## config.mk

```make
export PLATFORM = sky130hd
export DESIGN_NAME = wspd_cfg_regs
export DESIGN_NICKNAME = d
export VERILOG_FILES = /design/src/design/wspd_pkg.sv /design/src/design/wspd_cfg_regs.sv
export SDC_FILE = /design/constraint.sdc
export NUM_CORES = 1
export LEC_CHECK = 0
export BUFFER_PORTS_ARGS = -buffer_cell sky130_fd_sc_hd__buf_2
export CAP_MARGIN = 20
export CORE_UTILIZATION = 35
export CTS_CLUSTER_DIAMETER = 40
export CTS_CLUSTER_SIZE = 40
export DETAILED_ROUTE_END_ITERATION = 8
export PLACE_DENSITY = 0.58
export SYNTH_ARGS = -nofsm -noshare
export SYNTH_HDL_FRONTEND = slang
export SYNTH_SLANG_ARGS = --single-unit
```

## constraint.sdc

```tcl
create_clock -name clk -period 0.83 [get_ports clk]
set_input_delay 0.0415 -clock clk [delete_from_list [all_inputs] [get_ports clk]]
set_output_delay 0.0415 -clock clk [all_outputs]
set_load 0.02 [all_outputs]
```

## src/design/wspd_pkg.sv

```systemverilog
// Package for the wall-selected PID differential drive block.
// Field widths, register indexes, reset values and shared types.
// No dependencies.
package wspd_pkg;

    // Default parameter values
    localparam int ERROR_WIDTH_DEF        = 16;
    localparam int SENSOR_WIDTH_DEF       = 12;
    localparam int GAIN_FRACTION_BITS_DEF = 12;

    // Fixed field widths
    localparam int BASE_WIDTH      = 15;
    localparam int THRESH_WIDTH    = 12;
    localparam int GAIN_WIDTH      = 16;
    localparam int SUM_WIDTH       = 32;
    localparam int DRIVE_WIDTH     = 16;
    localparam int CFG_DATA_WIDTH  = 16;
    localparam int CFG_INDEX_WIDTH = 3;

    // Register reset values (gains in Q4.12)
    localparam logic [GAIN_WIDTH-1:0] KP_RESET = 16'd2253;
    localparam logic [GAIN_WIDTH-1:0] KD_RESET = 16'd614;
    localparam logic [GAIN_WIDTH-1:0] KI_RESET = 16'd0;

    typedef enum logic [CFG_INDEX_WIDTH-1:0] {
        REG_BASE_SPEED     = 3'd0,
        REG_LEFT_THRESHOLD = 3'd1,
        REG_RIGHT_THRESHOLD = 3'd2,
        REG_KP_GAIN        = 3'd3,
        REG_KD_GAIN        = 3'd4,
        REG_KI_GAIN        = 3'd5
    } cfg_index_t;

    typedef enum logic [1:0] {
        MODE_NONE  = 2'd0,
        MODE_RIGHT = 2'd1,
        MODE_LEFT  = 2'd2,
        MODE_BOTH  = 2'd3
    } wall_mode_t;

    typedef struct packed {
        logic [GAIN_WIDTH-1:0] kp;
        logic [GAIN_WIDTH-1:0] kd;
        logic [GAIN_WIDTH-1:0] ki;
    } pid_gains_t;

    typedef struct packed {
        logic [BASE_WIDTH-1:0]   base_speed;
        logic [THRESH_WIDTH-1:0] left_threshold;
        logic [THRESH_WIDTH-1:0] right_threshold;
        pid_gains_t              gains;
    } cfg_t;

endpackage

```

## src/design/wspd_cfg_regs.sv

```systemverilog
// Configuration register file for the wall-selected PID drive.
// Depends on wspd_pkg.
module wspd_cfg_regs
(
    input  logic                                  clk,
    input  logic                                  rst_n,
    input  logic                                  cfg_write_en,
    input  logic [wspd_pkg::CFG_INDEX_WIDTH-1:0] cfg_index,
    input  logic [wspd_pkg::CFG_DATA_WIDTH-1:0]  cfg_data,
    output wspd_pkg::cfg_t                        cfg
);

    wspd_pkg::cfg_t cfg_reg;

    always_ff @(posedge clk or negedge rst_n)
    begin
        if (!rst_n)
        begin
            cfg_reg.base_speed      <= '0;
            cfg_reg.left_threshold  <= '0;
            cfg_reg.right_threshold <= '0;
            cfg_reg.gains.kp        <= wspd_pkg::KP_RESET;
            cfg_reg.gains.kd        <= wspd_pkg::KD_RESET;
            cfg_reg.gains.ki        <= wspd_pkg::KI_RESET;
        end
        else if (cfg_write_en)
        begin
            unique case (cfg_index)
                wspd_pkg::REG_BASE_SPEED:
                    cfg_reg.base_speed <= cfg_data[wspd_pkg::BASE_WIDTH-1:0];
                wspd_pkg::REG_LEFT_THRESHOLD:
                    cfg_reg.left_threshold <= cfg_data[wspd_pkg::THRESH_WIDTH-1:0];
                wspd_pkg::REG_RIGHT_THRESHOLD:
                    cfg_reg.right_threshold <= cfg_data[wspd_pkg::THRESH_WIDTH-1:0];
                wspd_pkg::REG_KP_GAIN:
                    cfg_reg.gains.kp <= cfg_data[wspd_pkg::GAIN_WIDTH-1:0];
                wspd_pkg::REG_KD_GAIN:
                    cfg_reg.gains.kd <= cfg_data[wspd_pkg::GAIN_WIDTH-1:0];
                wspd_pkg::REG_KI_GAIN:
                    cfg_reg.gains.ki <= cfg_data[wspd_pkg::GAIN_WIDTH-1:0];
                default:
                    ; // unused index, write dropped
            endcase
        end
    end

    assign cfg = cfg_reg;

endmodule

```

After elaboration in Yosys (flattened, before gate mapping)

Index checks and enable logic that the tools add are counted.

Register bits: 87
Bits in latches: 0
Memory bits (writable): 0
ROM bits: 0
Input port bits: 22
Logic and storage cells: 18
Memories kept: 0

$add $sub $neg: 0
$mul: 0
Divide/modulo/power cells: 0
Magnitude comparators: 0
Eq/ne operators: 5
Shift operators: 0
Multiplexer cells: 0
Bitwise logic cells: 0
Reduce and logical (&&, ||, !) cells: 7

Operators with widths:

| kind                                                             | count |
|---|---|
| 2-bit AND reduction                                              | 6 |
| 3-bit by 2-bit == test with 1-bit output (second input constant) | 2 |
| 3-bit == test (second input constant)                            | 2 |
| 3-bit by 1-bit == test with 1-bit output (second input constant) | 1 |
| 3-bit zero test                                                  | 1 |

Depth between registers and ports, before layout

Gate-level depths: netlist (run 1).

Depth in word-level cells: 2
Depth in mapped cells: 5

Worst setup path before layout (run 1)

OpenSTA, ideal clock, no wires.

Path kind: input to register
Start point: in cfg_index[0] (netlist bit)
End point: reg cfg_reg, in the netlist cfg[72]
Library setup time: 125 ps
Arrival: 1070 ps
Setup slack: -365 ps
Stages: 4
Path buffers: 2
Cells stage by stage: buf_6 -> nor4b_4 -> buf_6 -> mux2_2

Longest elaborated chain between the ends: 2

Ends and longest elaborated chain:

| what                                 | line                | source |
|---|---|---|
| start: declaration                   | wspd_cfg_regs.sv:8  | `input logic [wspd_pkg::CFG_INDEX_WIDTH-1:0] cfg_index,` |
| 3-bit zero test                      | wspd_cfg_regs.sv:28 | `unique case (cfg_index)` |
| 2-bit AND reduction (no source line) | -                   |  |
| end: declaration                     | wspd_cfg_regs.sv:13 | `wspd_pkg::cfg_t cfg_reg;` |

Every way passes these cells.
A chain may end at the register's enable or synchronous reset.

Worst setup path in the final report (run 1)

Start point: reg cfg_reg, in the netlist cfg[17]
End point: out cfg[17] (netlist bit)

RTL lines:

| what             | line                | source |
|---|---|---|
| end: declaration | wspd_cfg_regs.sv:10 | `output wspd_pkg::cfg_t cfg` |

No word-level cell between the ends.

==> metrics.txt, run 1 <==
outcome=finished, violations left; failing checks=negative setup slack; antenna diode count=0; vias=2180; CTS tree=done; final net count=370; CP cell instances=buf_6; CTS Buf Count=9; LEAKAGE=2.554 nW; DP HPWL=5236 um; Initial Util=0.3596; worst vdd ir=0.001255 V; met3 Use GR=0.04216; RR Endpoint=cfg[52]$_DFFE_PN0P_; number of max-cap violations=0; vias in the first global route=2390; initial antenna violation count=0; CP peak stage delay=550 ps; Multi-input gate area=1245 um2; drt pass-1 iters=4; worst min path class=in2reg; CP arrival=1010 ps; share of power burned in registers=0.423; core area=9240 um2; cell family with most CP delay=flip-flops; DIE HEIGHT=99.44 um; Tot GR Track Use=0.1712; met2 usage=0.2756; total gr overflow=0; GRT busiest layer=met2; Yosys warning count=0; average cell area after synthesis=17.68 um2; register area=2191 um2; Final Hold Viols=0; worst path required time=790 ps; DRC violations left=0; flop2flop setup slack=-80 ps; Worst Setup Slack, final=-218.3 ps; Seq cells post-synth=87; clock skew=0 ps; Post-Syn Nets=210; die footprint=9888 um2; I/O Buffers=108; max FFs per register=87; Net Switching=4.381 mW; Routed Antenna Nets=0; Setup violations, final=115; fillcell total=736; Area growth syn-to-layout=64.16%; Sw Ratio=0.3085; reg2reg start=cfg[52]$_DFFE_PN0P_; Avg WL per Cell=16.80 um; Logic pwr share=0.386; CP max stage cell=dfstp_2; fmax=954.0 MHz; Clk pin slew, worst setup/hold paths=90 ps; Buf+Inv Stages, Crit Path=1; unique cell type count in the Yosys netlist=10; Clock Tree Root=clkbuf_8; Slew headroom=0.7790; count of pins over their slew limit=0; Internal=9.820 mW; share of cells above drive strength 1=0.7677; pwr dens=2603 nW/um2; IO Count=109; DP Area=4338 um2; drt total wl=8100 um; crit-path max FO=2; H-tree depth=3; first-pass GRT wire length=12740 um; width of the die=99.44 um; CP Capture Type=output port; crit path from=cfg[17]$_DFFE_PN1P_; slew of the pin with the lowest slew margin=331.0 ps; vias per cell=4.523; floorplan row count=35; design area=5455 um2; GR Util met1=0.2259; cell area after synthesis=3323 um2; final critical-path required period=1048 ps; Worst Path Class, Setup=reg2out; startpoint type of the worst setup path=register; Mapped Cells=188; RSZ-0062 raised after global routing=true; R2R depth=2; worst-skew pair later-pin latency=330 ps; total chip power=14.20 mW; Worst Setup EP=cfg[17]; CP Depth=1; fin crit share=1.263; pin count of the biggest net entering global routing=53; Clk pwr share=0.191; Starting DRT DRC Count=22; CTS max path bufs=2; RD Place Congestion=0.6767; clock sink count=87; register area share after synthesis=0.6593
-- worst min path at each step --
stage                     depth (start not counted)             endpoint         start  slack, ps
after floorplan                                   0   cfg[0]$_DFFE_PN0P_         rst_n       -250
after global placement                            1  cfg[44]$_DFFE_PN0P_         rst_n       -140
after detailed placement                          1  cfg[44]$_DFFE_PN0P_         rst_n       -140
after CTS                                         2  cfg[23]$_DFFE_PN0P_   cfg_data[7]          4
after global routing                              2  cfg[70]$_DFFE_PN0P_  cfg_data[10]         20
final                                             2  cfg[42]$_DFFE_PN0P_  cfg_data[10]         20
-- per-stage QoR --
stage               setup slack [ps]  TNS, ps  std cells  utilization  hold WS, ps
floorplan                     -362.2   -15480        188            -       -254.1
global placement              -396.3   -26660        432       0.4695       -143.8
detailed placement            -419.5   -27760        432       0.4695       -144.2
CTS                           -233.8   -12050        480       0.5783        3.717
global route                  -259.8   -14970        482       0.5904        17.69
finish                        -218.3   -10900        482       0.5904        17.53
-- area by class of cell --
type                    count  area share
well taps                 129     0.02959
multi-input cells          93      0.2282
repair buffers            157      0.3067
clock inverters             4    0.005505
clock buffers              12     0.02844
flip-flops and latches     87      0.4016
-- cell usage after synthesis (all sizes together) --
cell type	number	area [um2]
and4bb	2	25.02
buf	8	63.80
dfrtp	76	1902
dfstp	11	289.0
mux2	87	979.7
nand4b	2	30.03
nor4b	1	23.77
nor4bb	1	10.01
-- metal layers --
layer | share of wire | vias to the layer above
met5 | 0 | -
met1 | 0.45 | 1126
met2 | 0.49 | 61
met3 | 0.046 | 9
met4 | 0.015 | 0
li1 | - | 984
-- placed cells by master (no fill, tap or decap), drive strengths merged --
cell type    synthesis  layout
buf                  8     152
nand4b               2       2
clkbuf               0      12
dlygate4sd3          0       5
mux2                87      87
dfstp               11      11
nor4b                1       1
nor4bb               1       1
clkinvlp             0       4
and4bb               2       2
dfrtp               76      76
-- cell families after synthesis --
family	synth area share
muxes	0.2948
and+or+nand+nor	0.02673
buffers and inverters	0.01920
DFF	0.6593
-- power by group through the flow --
stage	clock network, mW	registers [mW]	logic [mW]
final	2.71	6.01	5.48
after detailed placement	0	5.81	3.76
after global placement	0	5.80	3.71
after floorplan	0	6.98	1.15
after CTS	2.84	5.95	5.33
after global routing	2.99	6.12	5.75
-- repair_timing --
action	in CTS	in global routing
setup endpoints to repair	113	131
hold buffers	5	0
buffers inserted	27	2
gates resized for setup	181	26
endpoints found under the hold margin	101	0
pin swaps	1	2
(Power assumes the default switching activity.)
==> run 2: changes to the inputs <==
--- a/config.mk
+++ b/config.mk
@@ -5,13 +5,14 @@
 export SDC_FILE = /design/constraint.sdc
 export NUM_CORES = 1
 export LEC_CHECK = 0
-export BUFFER_PORTS_ARGS = -buffer_cell sky130_fd_sc_hd__buf_2
 export CAP_MARGIN = 20
 export CORE_UTILIZATION = 35
 export CTS_CLUSTER_DIAMETER = 40
 export CTS_CLUSTER_SIZE = 40
 export DETAILED_ROUTE_END_ITERATION = 8
-export PLACE_DENSITY = 0.58
+export DONT_BUFFER_PORTS = 1
+export HOLD_SLACK_MARGIN = 0.02
+export PLACE_DENSITY = 0.48
 export SYNTH_ARGS = -nofsm -noshare
 export SYNTH_HDL_FRONTEND = slang
 export SYNTH_SLANG_ARGS = --single-unit
==> constraint.sdc (replaced) <==
create_clock -name clk -period 1.2 [get_ports clk]
set_input_delay 0.06 -clock clk [delete_from_list [all_inputs] [get_ports clk]]
set_output_delay 0.06 -clock clk [all_outputs]
set_load 0.02 [all_outputs]
==> metrics.txt, run 2 (synthesis gave the netlist of run 1 again) <==
vias in the first global route=1867 (was 2390); outcome=finished, violations left (unchanged); fillcell total=817 (was 736); Setup violations, final=0 (was 115); Tot GR Track Use=0.1486 (was 0.1712); H-tree depth=3 (unchanged); worst vdd ir=0.0008680 V (was 0.001255 V); core area=9240 um2 (unchanged); Slew headroom=0.8266 (was 0.7790); CP Depth=0 (was 1); total chip power=7.657 mW (was 14.20 mW); CTS Buf Count=9 (unchanged); # hold bufs at CTS=16 (was 5); vias per cell=4.880 (was 4.523); DIE HEIGHT=99.44 um (unchanged); DRC violations left=0 (unchanged); I/O Buffers=0 (was 108); floorplan row count=35 (unchanged); number of max-cap violations=0 (unchanged); non-filler cells, final=351 (was 482); share of cells above drive strength 1=0.5721 (was 0.7677); CP Capture Type=output port (unchanged); Clk pin slew, worst setup/hold paths=80 ps (was 90 ps); crit-path max FO=2 (unchanged); drt total wl=6928 um (was 8100 um); R2R depth=1 (was 2); final net count=239 (was 370); worst path required time=1140 ps (was 790 ps); antenna diode count=0 (unchanged); Final Hold Viols=87 (was 0); Routed Antenna Nets=0 (unchanged); vias=1713 (was 2180); fin crit share=0.8407; Avg WL per Cell=19.74 um (was 16.80 um); slew of the pin with the lowest slew margin=259.0 ps (was 331.0 ps); pin count of the biggest net entering global routing=88 (was 53); worst min path class=in2async (was in2reg); RR Endpoint=cfg[62]$_DFFE_PN0P_ (was cfg[52]$_DFFE_PN0P_); commonest non-fill, non-tap cells in the layout=87 x mux2_2, 76 x dfrtp_1, 16 x dlygate4sd3_1, 11 x dfstp_2, 10 x clkbuf_8 (was 113 x buf_6, 76 x dfrtp_1, 44 x mux2_2, 43 x mux2_4, 17 x buf_2); LEAKAGE=1.641 nW (was 2.554 nW); total gr overflow=0 (unchanged); DP HPWL=4721 um (was 5236 um); pwr dens=1970 nW/um2 (was 2603 nW/um2); reg2reg start=cfg[62]$_DFFE_PN0P_ (was cfg[52]$_DFFE_PN0P_); RSZ-0062 raised after global routing=false (was true); commonest non-fill, non-tap cell in the layout=mux2_2 (was buf_6); die footprint=9888 um2 (unchanged); worst-skew pair later-pin latency=340 ps (was 330 ps); Worst Setup EP=cfg[21] (was cfg[17]); Starting DRT DRC Count=17 (was 22); first-pass GRT wire length=10880 um (was 12740 um); startpoint type of the worst setup path=register (unchanged); Worst Path Class, Setup=reg2out (unchanged); CP arrival=950 ps (was 1010 ps); max FFs per register=87 (unchanged); count of pins over their slew limit=0 (unchanged); CTS resizes=0 (was 181); width of the die=99.44 um (unchanged); Placed Cells=319 (was 432); Area growth syn-to-layout=16.98% (was 64.16%); initial antenna violation count=0 (unchanged); flop2flop setup slack=310 ps (was -80 ps); Fin Setup TNS=0 ps (was -10900 ps); clock skew=0 ps (unchanged); crit path from=cfg[21]$_DFFE_PN1P_ (was cfg[17]$_DFFE_PN1P_); drt pass-1 iters=3 (was 4); CTS max path bufs=2 (unchanged); clock sink count=87 (unchanged); Clock Tree Root=clkbuf_8 (unchanged); IO Count=109 (unchanged); fmax=991.3 MHz; CTS tree=done (unchanged); Setup Fix Bufs, Post-CTS=0 (was 27); hold slack=-593.5 ps (was 17.53 ps); RD Place Congestion=0.7014 (was 0.6767); final critical-path required period=1009 ps; failing checks=negative hold slack (was negative setup slack); Initial Util=0.3596 (unchanged)
## run 2: cell types whose count changed in the layout (fill, tap and decap cells not counted)
cell | previous run | this run
buf_12 | 8 | 2
buf_2 | 17 | 0
buf_4 | 14 | 8
buf_6 | 113 | 0
bufinv_16 | 0 | 1
clkbuf_1 | 1 | 3
clkbuf_8 | 11 | 10
clkinv_2 | 0 | 1
clkinvlp_4 | 4 | 1
dlygate4sd3_1 | 5 | 16
mux2_2 | 44 | 87
mux2_4 | 43 | 0
## run 2: area by class of cell
cell class / instances / area, um2 / share of cell area
Timing Repair Buffer: 26 / 260.3 / 0.06695
Multi-Input combinational cell: 93 / 1084 / 0.2787
Clock inverter: 3 / 42.54 / 0.01094
Tap cell: 129 / 161.4 / 0.04152
Sequential cell: 87 / 2191 / 0.5636
Clock buffer: 13 / 148.9 / 0.03830
## run 2: stage by stage
step | setup slack (ps) | hold WS [ps] | area, um2 | util
final | 191.2 | -593.5 | 3887 | 0.4207
after global routing | 144.9 | -633.3 | 3887 | 0.4207
after detailed placement | 77.81 | -233.6 | 3536 | 0.3827
after CTS | 165.7 | -621.0 | 3887 | 0.4207
after floorplan | -13.74 | -235.6 | 3323 | -
after global placement | 118.8 | -233.1 | 3536 | 0.3827
## run 2: how the worst min path moves through the flow
stage | endpoint | cells after the start
finish | cfg[71]$_DFFE_PN0P_ | 0
global route | cfg[71]$_DFFE_PN0P_ | 0
global placement | cfg[71]$_DFFE_PN0P_ | 0
detailed placement | cfg[71]$_DFFE_PN0P_ | 0
floorplan | cfg[0]$_DFFE_PN0P_ | 0
CTS | cfg[71]$_DFFE_PN0P_ | 0
## run 2: power by group
part	switching, mW	internal (mW)	leakage, nW
Combinational	0.233	0.538	0.519
Sequential	1.29	3.64	1.03
Clock	0.938	1.02	0.0936
Total	2.46	5.20	1.64
## run 2: per-layer routing
| metal | wire length, um | global-route usage | vias to the layer above |
|---|---|---|---|
| met2 | 3476 | 0.2484 | 64 |
| met5 | 0 | 0 | - |
| met1 | 2838 | 0.1760 | 915 |
| li1 | - | - | 729 |
| met3 | 545 | 0.06465 | 5 |
| met4 | 67 | 0.03733 | 0 |
==> run 3: changes to the inputs <==
==> constraint.sdc (replaced) <==
create_clock -name clk -period 1 [get_ports clk]
set_input_delay 0.05 -clock clk [delete_from_list [all_inputs] [get_ports clk]]
set_output_delay 0.05 -clock clk [all_outputs]
set_load 0.02 [all_outputs]
==> metrics.txt, run 3 (synthesis gave the netlist of run 1 again) <==
Area growth syn-to-layout=39.65% (was 16.98%); number of max-cap violations=0 (unchanged); DP HPWL=5371 um (was 4721 um); final critical-path required period=1046 ps; commonest non-fill, non-tap cells in the layout=82 x buf_4, 76 x dfrtp_1, 63 x mux2_2, 24 x mux2_4, 16 x dlygate4sd3_1 (was 87 x mux2_2, 76 x dfrtp_1, 16 x dlygate4sd3_1, 11 x dfstp_2, 10 x clkbuf_8); vias per cell=4.644 (was 4.880); share of power burned in registers=0.462 (was 0.644); crit path from=cfg[17]$_DFFE_PN1P_ (was cfg[21]$_DFFE_PN1P_); width of the die=99.44 um (unchanged); fmax=955.6 MHz; DIE HEIGHT=99.44 um (unchanged); core area=9240 um2 (unchanged); Placed Cells=397 (was 319); Starting DRT DRC Count=35 (was 17); Internal=7.499 mW (was 5.199 mW); Tot GR Track Use=0.1678 (was 0.1486); first-pass GRT wire length=12410 um (was 10880 um); Routed Antenna Nets=0 (unchanged); vias in the first global route=2172 (was 1867); die footprint=9888 um2 (unchanged); slew of the pin with the lowest slew margin=259.0 ps (about the same); share of cells above drive strength 1=0.6844 (was 0.5721); DP Area=4249 um2 (was 3536 um2); Initial Util=0.3596 (unchanged); H-tree depth=3 (unchanged); DRC violations left=0 (unchanged); RD Place Congestion=0.7039 (was 0.7014); Clk pwr share=0.249 (was 0.256); failing checks=negative hold slack, negative setup slack (was negative hold slack); Slew headroom=0.8271 (was 0.8266); worst-skew pair later-pin latency=340 ps (about the same); non-filler cells, final=430 (was 351); CP arrival=1000 ps (was 950 ps); CTS tree=done (unchanged); clock sink count=87 (unchanged); outcome=finished, violations left (unchanged); Worst Path Class, Setup=reg2out (unchanged); initial antenna violation count=0 (unchanged); worst min path class=in2async (unchanged); floorplan row count=35 (unchanged); Setup WS pre-CTS=-68.23 ps (was 77.81 ps); crit-path max FO=2 (unchanged); hold slack=-609.8 ps (was -593.5 ps); total gr overflow=0 (unchanged); pin count of the biggest net entering global routing=88 (unchanged); CP Depth=1 (was 0); vias=1997 (was 1713); CP cell instances=buf_6; clock skew=0 ps (unchanged); drt total wl=7787 um (was 6928 um); startpoint type of the worst setup path=register (unchanged); Clock Tree Root=clkbuf_8 (unchanged); max FFs per register=87 (unchanged); worst path required time=950 ps (was 1140 ps); count of pins over their slew limit=0 (unchanged); IO Count=109 (unchanged); worst vdd ir=0.0009841 V (was 0.0008680 V); antenna diode count=0 (unchanged); commonest non-fill, non-tap cell in the layout=buf_4 (was mux2_2); CP max stage cell=dfstp_2; CP Capture Type=output port (unchanged); Final Hold Viols=87 (unchanged); Avg WL per Cell=18.11 um (was 19.74 um); CTS max path bufs=2 (unchanged); Worst Setup Slack, final=-46.46 ps (was 191.2 ps); RSZ-0062 raised after global routing=true (was false); fin crit share=1.046; CP peak stage delay=550 ps; Clk pin slew, worst setup/hold paths=90 ps (was 80 ps); CTS Buf Count=9 (unchanged); Setup violations, final=2 (was 0); Logic pwr share=0.290 (was 0.101); RR Endpoint=cfg[55]$_DFFE_PN0P_ (was cfg[62]$_DFFE_PN0P_); # hold bufs at CTS=16 (unchanged); reg2reg start=cfg[55]$_DFFE_PN0P_ (was cfg[62]$_DFFE_PN0P_); Buf+Inv Stages, Crit Path=1; flop2flop setup slack=110 ps (was 310 ps); Net Switching=3.234 mW (was 2.458 mW); design area=4641 um2 (was 3887 um2); cell family with most CP delay=flip-flops; I/O Buffers=0 (unchanged); fillcell total=784 (was 817); R2R depth=2 (was 1); LEAKAGE=2.129 nW (was 1.641 nW); Sw Ratio=0.3013 (was 0.3210); final net count=318 (was 239); pwr dens=2313 nW/um2 (was 1970 nW/um2); drt pass-1 iters=3 (unchanged)
==> run 3: changes by cell type in the layout (fill, tap and decap cells not counted), sizes merged <==
cell,change
buf,+79
bufinv,+1
clkinv,-1
==> run 3: area by class of cell <==
cell class / count / area [um2] / area share
clock buffers: 13 / 148.9 / 0.03208
clock inverters: 3 / 67.56 / 0.01456
multi-input cells: 93 / 1174 / 0.2529
flip-flops and latches: 87 / 2191 / 0.4721
well taps: 129 / 161.4 / 0.03478
repair buffers: 105 / 898.4 / 0.1936
==> run 3: per-layer routing <==
layer / share of wire / GRT usage
met5: 0 / 0
met4: 0.012 / 0.05769
met3: 0.058 / 0.04427
met2: 0.50 / 0.2794
met1: 0.43 / 0.2123
==> run 3: worst max path at each step <==
stage / endpoint / slack, ps
floorplan: cfg[72]$_DFFE_PN0P_ / -200
global placement: cfg[26]$_DFFE_PN0P_ / -30
detailed placement: cfg[76]$_DFFE_PN0P_ / -70
CTS: cfg[17] / -70
global route: cfg[17] / -80
finish: cfg[17] / -50
==> run 3: through the flow <==
stage | power, mW | util | hold WS [ps] | setup TNS (ps)
5_1_grt | 11.26 | 0.5022 | -641.2 | -393.0
4_1_cts | 10.86 | 0.5010 | -629.9 | -219.1
3_5_place_dp | 8.051 | 0.4599 | -243.9 | -1429
2_1_floorplan | 6.662 | - | -245.6 | -5005
3_3_place_gp | 7.943 | 0.4599 | -243.2 | -890.3
6_report | 10.73 | 0.5022 | -609.8 | -46.62
==> run 3: power by group through the flow <==
stage	Sequential [mW]	Combinational (mW)	Clock, mW
after detailed placement	5.02	3.03	0
after floorplan	5.79	0.876	0
final	4.96	3.11	2.67
after CTS	4.97	3.13	2.76
after global routing	5.06	3.27	2.93
after global placement	4.97	2.97	0
==> run 3: timing repair <==
item | in CTS | in global routing
setup buffers | 0 | 1
hold endpoints to repair | 174 | 87
endpoints found under the setup margin | 11 | 13
resized for setup | 1 | 1
